[config.mk]
export PLATFORM = sky130hd
export DESIGN_NAME = mdvo_lane
export DESIGN_NICKNAME = d
export VERILOG_FILES = /design/src/rtl/mdvo_lane.sv
export SDC_FILE = /design/constraint.sdc
export NUM_CORES = 1
export LEC_CHECK = 0
export ABC_AREA = 1
export BUFFER_PORTS_ARGS = -buffer_cell sky130_fd_sc_hd__buf_2
export CAP_MARGIN = 10
export CORE_AREA = 4 4 41 43
export CTS_CLUSTER_DIAMETER = 200
export DETAILED_ROUTE_END_ITERATION = 10
export DIE_AREA = 0 0 45 47
export PLACE_DENSITY_LB_ADDON = 0.25
export SLEW_MARGIN = 20
export SYNTH_ARGS = -nofsm -noshare
export SYNTH_HDL_FRONTEND = slang
export SYNTH_SLANG_ARGS = --single-unit
[constraint.sdc]
create_clock -name clk -period 1.7 [get_ports clk]
set_clock_uncertainty 0.2 [all_clocks]
set_input_delay 0.085 -clock clk [delete_from_list [all_inputs] [get_ports clk]]
set_output_delay 0.085 -clock clk [all_outputs]
set_load 0.01 [all_outputs]
[src/rtl/mdvo_lane.sv]
// One lane: holds the degree and selected flag of one vertex.
// Depends on nothing outside this file; pure datapath.
module mdvo_lane (
  input  logic       clk,
  input  logic       rst,
  input  logic       load,
  input  logic [6:0] init_degree,
  input  logic       select,
  input  logic       dec,
  output logic [6:0] degree,
  output logic       selected
);

  always_ff @(posedge clk) begin
    if (rst) begin
      degree   <= '0;
      selected <= 1'b0;
    end else if (load) begin
      degree   <= init_degree;
      selected <= 1'b0;
    end else begin
      if (select) selected <= 1'b1;
      if (dec && degree != 7'd0) degree <= degree - 7'd1;
    end
  end

endmodule

==> results.md, run 1 <==
- Sequential elements use 30.3% of the synthesized area.
- The post-CTS setup-driven buffer insertion count is 0.
- After detailed placement, the design holds a cell count of ~120.
- The area of all sequential standard cells is 160 sq um.
- The vertical extent of the die is between 40 and 50 um.
- The clock slew seen by the registers of the worst setup and hold paths is 60 ps.
- The first global-routing pass estimated 2.06 mm of wire.
- The count of final hold-check violations is 0.
- The worst setup path is captured at a flip-flop.
- The final-report setup violation count is 0.
- In this run the most critical hold path is launched from init_degree[0].
- The via density per instance is 4.79.
- The total nets after synthesis is 96.
- The flow ran to the end, and the final reports show no timing, DRC or antenna violations.
- In the routed design, unresolved DRC markers number 0.
- The final critical path takes up a little over nine tenths of the cycle.
- The internal portion of the total power is 372 uW.
- In this run, synthesis produced a sequential element count of 8.
- The HPWL after detailed placement is 955 um.
- The netlist uses 16 different library cells.
- Relative to the synthesized area, the layout overhead comes to 39.5%.
- The worst path meets setup with a little under 100 ps of slack.
- The total area of multi-input combinational cells is 328 sq um.
- The detailed router placed 608 vias in this run.
- Routed signal wires occupy layers up through met4.
- Setup repair after global routing could not meet its margin everywhere.
- Along the worst hold path, the cell count comes to 5.
- TritonCTS built the clock tree.
- During I/O placement, the number of pins put on the boundary was 20.
- For this run, the number of Yosys warnings is 0.
- The synthesized area per cell is 6.38 sq um.
- The clock latency reported for the late side of the worst-skew pair is roughly 260 ps.
- The fraction of final layout cells sized beyond drive strength 1 is 31.3%.
- Summed over all nets, the switching power comes to around 200 uW.
- The initial antenna violation count is 0.
- At the end of the flow, the number of nets in the layout was 127.
- The met2 layer wire length in the routed design is between 500 and 600 um.
- Detailed routing placed a total of 54 um of wire on met3.
- For hold timing, the worst endpoint is degree[0].
- For the final routed database, the setup TNS stands at 0 ps.
- The die extent in x is 45 um.
- The H-tree level count is 1.
- The worst register-to-register path begins at degree[0].
- The final number of max-transition violations is 0.
- The wire length after detailed routing is 1.26 mm.
- Before antenna repair, the detailed router went through 4 iterations.
- The placement-stage cell area is 632 sq um.
- In the final routed layout, each cell accounts on average for 9.91 um.
- The antenna violation net count after detailed routing is 0.
- The number of placement rows is 13.
- The highest attainable clock frequency is a little over 600 MHz.
- The reg-to-reg endpoint is degree[0].
- The number of cells on the worst reg-to-reg path is 8.
- The worst hold path belongs to the class in -> reg.
- At the worst endpoint, the required time is 1650 ps.
- CTS placed an instance of sky130_fd_sc_hd__clkbuf_4 at the clock tree root.
- The kind of launch point of the worst setup path is a flip-flop.
- Clock tree synthesis inserted a total of 3 buffers.
- The worst path arrival time is between 1500 and 2000 ps.
- In this run the worst path has a maximum fanout of 4.
- Summing all non-filler instances in the final layout gives an area of 738 sq um.
- The number of sinks driven by the clock tree is 8.
- The floorplan step defined a die boundary enclosing 0.00212 sq mm.
- The share of total power in the clock network is 26.4%.
- The post-layout minimum cycle time is approximately 1600 ps.
- 0 antenna diodes ended up in the layout.
- The relative slew slack is 79.7%.
- The delay contributed by the slowest stage of the critical path is ~350 ps.
- The number of design-rule violations left by the first detailed-router iteration is 9.
- The cell count after synthesis is 83.
- The filler cells instantiated in the layout total 144.
- The worst voltage drop across the vdd grid is between 0.0003 and 0.0004 V.
- The leakage power of the design is around 0.00038 uW.
- The core box area is roughly 0.0013 sq mm.
- The sequential share of power is 39.7%.
- The routed length on met1 is ~590 um.
- Combinational logic burns 33.9% of the power.
- The total power per unit cell area is 776 mW/mm^2.
- For flop-to-flop paths, the worst setup slack is slightly below 100 ps.
- The max-capacitance violation count is 0.
- The cell occurring most often along the worst timing path is sky130_fd_sc_hd__nand2_2.
- In this run switching power makes up 35.1% of total power.
- The critical path goes through inv_1, ha_1, nand2_2, nor2_4, nand2_2, nand3_1, o21ai_1, nor2_1.
- The non-filler instance count after layout is 127.
- In this run the cell area of the synthesized design comes to between 500 and 600 sq um.
- The type of the worst setup path is reg -> reg.
- The minimum setup slack after placement is 100 ps.
- Counting along the longest clock path gives a buffer depth of 2.
- Entering global routing, the biggest net connects 14 pins.
- The number of global-route vias before repair is between 500 and 600.
- The slowest stage of the critical path is the sky130_fd_sc_hd__dfxtp_1 cell.
- In this run the tool buffered the top-level ports with 19 buffer cells.
- The global router's overall resource usage is 13.4%.
- The initial utilization of the core area, before any placement, comes to 40.7%.
- Routability-driven placement finished with a final weighted congestion of roughly 0.76.
- At the pin with the least slew margin, the transition time is ~300 ps.
- The remaining global-route overflow is 0.
[how the worst max path moves through the flow]
stage	from	endpoint	slack (ps)	depth (start not counted)
2_1_floorplan	degree[0]	degree[4]	170	10
3_3_place_gp	degree[0]	degree[0]	140	8
3_5_place_dp	degree[0]	degree[0]	100	8
4_1_cts	degree[0]	degree[0]	90	8
5_1_grt	degree[0]	degree[5]	-30	8
6_report	degree[0]	degree[0]	100	8
[power by group through the flow]
stage / logic, uW / registers (uW) / clock network (uW)
4_1_cts: 193 / 227 / 152
6_report: 194 / 227 / 151
3_5_place_dp: 179 / 231 / 0
3_3_place_gp: 180 / 231 / 0
2_1_floorplan: 119 / 237 / 0
5_1_grt: 219 / 230 / 167
[placed cells by master, fill, tap and decap left out, types with 2 or more instances in the layout]
cell type and count:
sky130_fd_sc_hd__inv_1 4, sky130_fd_sc_hd__nor2_4 2, sky130_fd_sc_hd__dfxtp_1 8, sky130_fd_sc_hd__clkbuf_4 3, sky130_fd_sc_hd__nand2_1 14, sky130_fd_sc_hd__nor2_1 20, sky130_fd_sc_hd__a21oi_1 3, sky130_fd_sc_hd__a21oi_2 2
sky130_fd_sc_hd__nand2_2 2, sky130_fd_sc_hd__dlygate4sd3_1 8, sky130_fd_sc_hd__o21ai_0 5, sky130_fd_sc_hd__buf_2 19, sky130_fd_sc_hd__nand3_1 11, sky130_fd_sc_hd__inv_2 5, sky130_fd_sc_hd__nand2_4 2
[layout make-up]
| cell class | instances | share of cell area (%) |
|---|---|---|
| Sequential cell | 8 | 21.7 |
| Multi-Input combinational cell | 65 | 44.4 |
| Tap cell | 15 | 2.54 |
| Timing Repair Buffer | 27 | 23.7 |
| Inverter | 9 | 4.58 |
| Clock buffer | 3 | 3.05 |
[critical path, delay by kind of cell (launching register included)]
kind                     cells  cell delay, ps
AND/OR/NAND/NOR              5             450
buffers and inverters        1              90
adder cells (fa/ha/maj)      1             250
flip-flops                   1             350
AO/OA/AOI/OAI                1             170
[cells in the mapped netlist (all sizes together)]
library cell | number | share of area, %
inv | 9 | 6.4
o21ai | 6 | 5.7
dfxtp | 8 | 30
a21oi | 5 | 5.4
nor2 | 22 | 18
nand3 | 11 | 10
buf | 1 | 2.1
ha | 1 | 2.4
nand3b | 1 | 1.4
nor3 | 1 | 0.94
nand2 | 18 | 17
[per-layer routing]
layer / GRT usage [%] / vias to the layer above
li1: - / 326
met4: 7.02 / 0
met2: 19.8 / 11
met1: 18.0 / 269
met3: 3.45 / 2
met5: 0 / -
[through the flow]
stage               power [uW]  util (%)  hold WS (ps)
detailed placement         410      48.6           155
global placement           411      48.6           145
CTS                        572      56.4          12.1
floorplan                  356         -         -52.6
finish                     573      56.7          3.53
global route               616      56.7          38.8
[sequential cells by signal, summed over array words and instances (netlist names)]
register,cells
selected,1
degree,7
[kinds of logic after synthesis]
| group | Yosys count | share of synthesized area, % |
|---|---|---|
| adders and majority gates | 1 | 2.36 |
| AOI/OAI and AO/OA | 11 | 11.1 |
| DFF | 8 | 30.3 |
| buffers and inverters | 10 | 8.51 |
| and+or+nand+nor | 53 | 47.8 |
[repair_timing]
item,in CTS,in global routing
resized for setup,0,2
hold buffers,8,0
endpoints found under the setup margin,0,2
endpoints found under the hold margin,6,0
(Power assumes the default switching activity.)
==> run 2, diff against run 1 <==
--- a/config.mk
+++ b/config.mk
@@ -5,7 +5,6 @@
 export SDC_FILE = /design/constraint.sdc
 export NUM_CORES = 1
 export LEC_CHECK = 0
-export ABC_AREA = 1
 export BUFFER_PORTS_ARGS = -buffer_cell sky130_fd_sc_hd__buf_2
 export CAP_MARGIN = 10
 export CORE_AREA = 4 4 41 43
==> results.md, run 2 <==
- The final number of max-transition violations is 0 (unchanged).
- The cell area after synthesis is 464 sq um (-12%).
- The endpoint identified for the worst register-to-register timing path is degree[5].
- The most frequent cell after synthesis is sky130_fd_sc_hd__nor2_1.
- The post-layout minimum cycle time is 1640 ps (+40.8 ps).
- The highest attainable clock frequency was 608 MHz (-2.5%).
- Ranked by flip-flop count, first place goes to degree.
- The final net count is 104 (-18%).
- The number of global-route vias before repair was 503 (-0.98%).
- The startpoint of the worst hold path is init_degree[3].
- The summed negative setup slack over all endpoints is 0 ps (unchanged).
- The core box area is 0.00130 sq mm (unchanged).
- The biggest fanout along the worst timing path is 3 (-1).
- The vias after detailed routing is 529 (-13%).
- The number of cells on the worst reg-to-reg path is 4 (-4).
- The post-synthesis cell type count is 28 (+12).
- The relative slew slack is 78.4% (-1.2 points).
- The count of pins on the block boundary is 20 (unchanged).
- The TritonCTS buffer count came to 3 (unchanged).
- The TritonCTS clock tree is yes.
- The fraction of final layout cells sized beyond drive strength 1 is 42.7% (+11 points).
- In the final layout, the registers with the most flip-flops are degree (7), selected (1).
- The worst hold path cell count is 5 (unchanged).
- The clock slew seen by the registers of the worst setup and hold paths was 60 ps (about the same).
- The total nets after synthesis is 66 (-31%).
- The area share of the largest cell type after synthesis is 34.5% (+4.2 points).
- The number of design-rule violations left by the first detailed-router iteration came to 6 (-3).
- The antenna cell count is 0 (unchanged).
- The overall die area is 0.00212 sq mm (unchanged).
- The number of placement rows is 13 (unchanged).
- The total power per unit cell area is 777 mW/mm^2 (+0.19%).
- The post-route total power is 581 uW (+1.4%).
- The most common cell after layout, fill and taps aside is sky130_fd_sc_hd__buf_2.
- The worst reg-to-reg setup slack came to 60 ps (-40 ps).
- The flow ran to the end, and the final reports show no timing, DRC or antenna violations.
- Sorting the synthesized cells by area gives the leading types as sky130_fd_sc_hd__dfxtp_1, sky130_fd_sc_hd__nor2_1, sky130_fd_sc_hd__nor4b_4.
- The kind of path behind the tightest hold check is in -> reg.
- The worst register-to-register path begins at degree[3].
- The global router's overall resource usage was 15.4% (+2.0 points).
- The count of synthesis-stage warnings from yosys came to 0 (unchanged).
- The largest buffer count on any clock path is 2 (unchanged).
- The worst setup path is of the reg -> reg kind.
- Setup repair after global routing left no endpoint under its margin.
- The total iterations of the first detailed-routing run is 4 (unchanged).
- The max-capacitance violation count is 0 (unchanged).
- The count of flip-flops with a built-in enable after synthesis is 0 (unchanged).
- The wire length of the first global-routing pass is 2.28 mm (+11%).
- The leakage power of the design came to 0.000349 uW (-8.0%).
- The initial standard-cell utilization of the core is 35.7% (-5.0 points).
- The H-tree level count is 1 (unchanged).
- The number of sinks driven by the clock tree was 8 (unchanged).
- The worst voltage drop across the vdd grid is 0.000460 V (+18%).
- The utilization after layout was 57.4% (+0.67 points).
- The worst-margin pin slew is 322 ps (+17.6 ps).
- The wire length after detailed routing is 1.31 mm (+4.0%).
- The top cell types in the final layout, fill and taps aside, are sky130_fd_sc_hd__buf_2, sky130_fd_sc_hd__nor2_1, sky130_fd_sc_hd__dlygate4sd3_1.
- The clock latency reported for the late side of the worst-skew pair is 260 ps (about the same).
- The synthesis-to-layout area growth is 60.9%.
- The count of final hold-check violations was 0 (unchanged).
- The vertical extent of the die is 47 um (unchanged).
- The HPWL after detailed placement is 875 um (-8.4%).
- The fraction of registers with async set/reset is 0% (unchanged).
- The final critical-path share of the clock period was 96.7% (+2.4 points).
- The antenna violation net count after detailed routing came to 0 (unchanged).
- The final hold slack is 5.25 ps (+1.72 ps).
- sky130_fd_sc_hd__dfxtp_1 takes more of the synthesized area than any other cell.
- The remaining global-route overflow came to 0 (unchanged).
- The post-synthesis sequential area ratio is 34.5% (+4.2 points).
- The number of flip-flops under the largest register name is 7 (unchanged).
- The initial antenna violation count is 0 (unchanged).
- STA classifies the critical path startpoint as a flip-flop.
- The average routed wire per standard cell is 12.6 um (+27%).
- The count of buffers inserted at the top-level ports is 19 (unchanged).
- Ranked by instance count, the synthesized netlist is headed by sky130_fd_sc_hd__nor2_1, sky130_fd_sc_hd__dfxtp_1.
- The placement-stage cell area is 619 sq um (-2.0%).
- The DRC violation count after routing was 0 (unchanged).
- The prevailing post-synth register cell is sky130_fd_sc_hd__dfxtp_1.
- The cell count after synthesis is 53 (-36%).
- The synthesized area per cell is 8.76 sq um (+37%).
- The required time of the worst setup path is 1660 ps (about the same).
- The last weighted congestion value of the routability-driven placer is 0.833 (+9.8%).
- STA classifies the critical path endpoint as a flip-flop.
- Clock tree synthesis selected as its root buffer the cell sky130_fd_sc_hd__clkbuf_4.
- The die extent in x is 45 um (unchanged).
- The worst path arrival time is 1600 ps (+40 ps).
- The cell area after layout was 747 sq um (+1.2%).
- The post-CTS setup-driven buffer insertion count was 0 (unchanged).
- The worst hold path terminates at degree[3].
- The flip-flop and latch count after synthesis is 8 (unchanged).
- The pin count of the biggest net entering global routing came to 10 (-4).
- The final-report setup violation count is 0 (unchanged).
- The via density per instance is 5.09 (+6.2%).
-- run 2: cell types whose count changed after synthesis, moves of 3 or more --
cell,previous run,this run
sky130_fd_sc_hd__nor2_1,20,9
sky130_fd_sc_hd__nand3_1,11,0
sky130_fd_sc_hd__inv_2,5,0
sky130_fd_sc_hd__o21ai_0,6,1
sky130_fd_sc_hd__a211oi_1,0,3
sky130_fd_sc_hd__nand2_1,14,1
-- run 2: metal layers --
metal	vias up	global-route usage [%]	share of wire, %
met3	3	8.05	8.0
met5	-	0	0
met2	22	23.2	45
met4	0	7.60	0.99
met1	235	18.0	46
li1	269	-	-
-- run 2: through the flow --
step                      std cells  setup slack, ps
after floorplan                  53             21.6
after global placement           92             47.7
after detailed placement         92             28.4
after CTS                       104             36.6
after global routing            104             1.36
final                           104             55.5
-- run 2: worst max path at each step --
| stage | cells past startpoint | endpoint | slack, ps | from |
|---|---|---|---|---|
| detailed placement | 4 | degree[5] | 30 | degree[2] |
| global route | 6 | degree[1] | 1 | degree[0] |
| finish | 4 | degree[5] | 60 | degree[3] |
| global placement | 6 | degree[0] | 50 | degree[0] |
| CTS | 6 | degree[0] | 40 | degree[0] |
| floorplan | 6 | degree[1] | 20 | degree[1] |
-- run 2: layout make-up --
class                           count  area (sq um)
Fill cell                         125           554
Inverter                            4          15.0
Tap cell                           15          18.8
Multi-Input combinational cell     39           290
Sequential cell                     8           163
Clock buffer                        3          22.5
Timing Repair Buffer               35           238
-- run 2: cell families (layout without fill, tap and decap cells) --
| family | Yosys count | in the layout | synth area share (%) |
|---|---|---|---|
| DFF | 8 | 8 | 34.5 |
| xor gates and xnor gates | 2 | 2 | 3.77 |
| adders and majority gates | 1 | 1 | 2.69 |
| muxes | 2 | 2 | 4.31 |
| buffers and inverters | 6 | 42 | 5.93 |
| and+or+nand+nor | 19 | 19 | 24.3 |
| AOI/OAI and AO/OA | 15 | 15 | 24.5 |
-- run 2: power by group --
part / internal, uW / switching [uW] / leakage [uW] / total, uW
clock network: 81.4 / 73.5 / 0.0000138 / 155
logic: 109 / 95.0 / 0.000268 / 204
registers: 206 / 15.6 / 0.0000670 / 221
-- run 2: repair_timing --
item / CTS / global route
gates resized for setup: 0 / 4
endpoints found under the setup margin: 0 / 6
endpoints found under the hold margin: 8 / 0
hold buffers: 9 / 0
-- run 2: worst max-delay path, stage by stage, from the launching register on --
cell,delay (ps)
sky130_fd_sc_hd__dfxtp_1,340
sky130_fd_sc_hd__or3_4,400
sky130_fd_sc_hd__nor4b_4,270
sky130_fd_sc_hd__mux2i_1,240
sky130_fd_sc_hd__a211oi_2,80
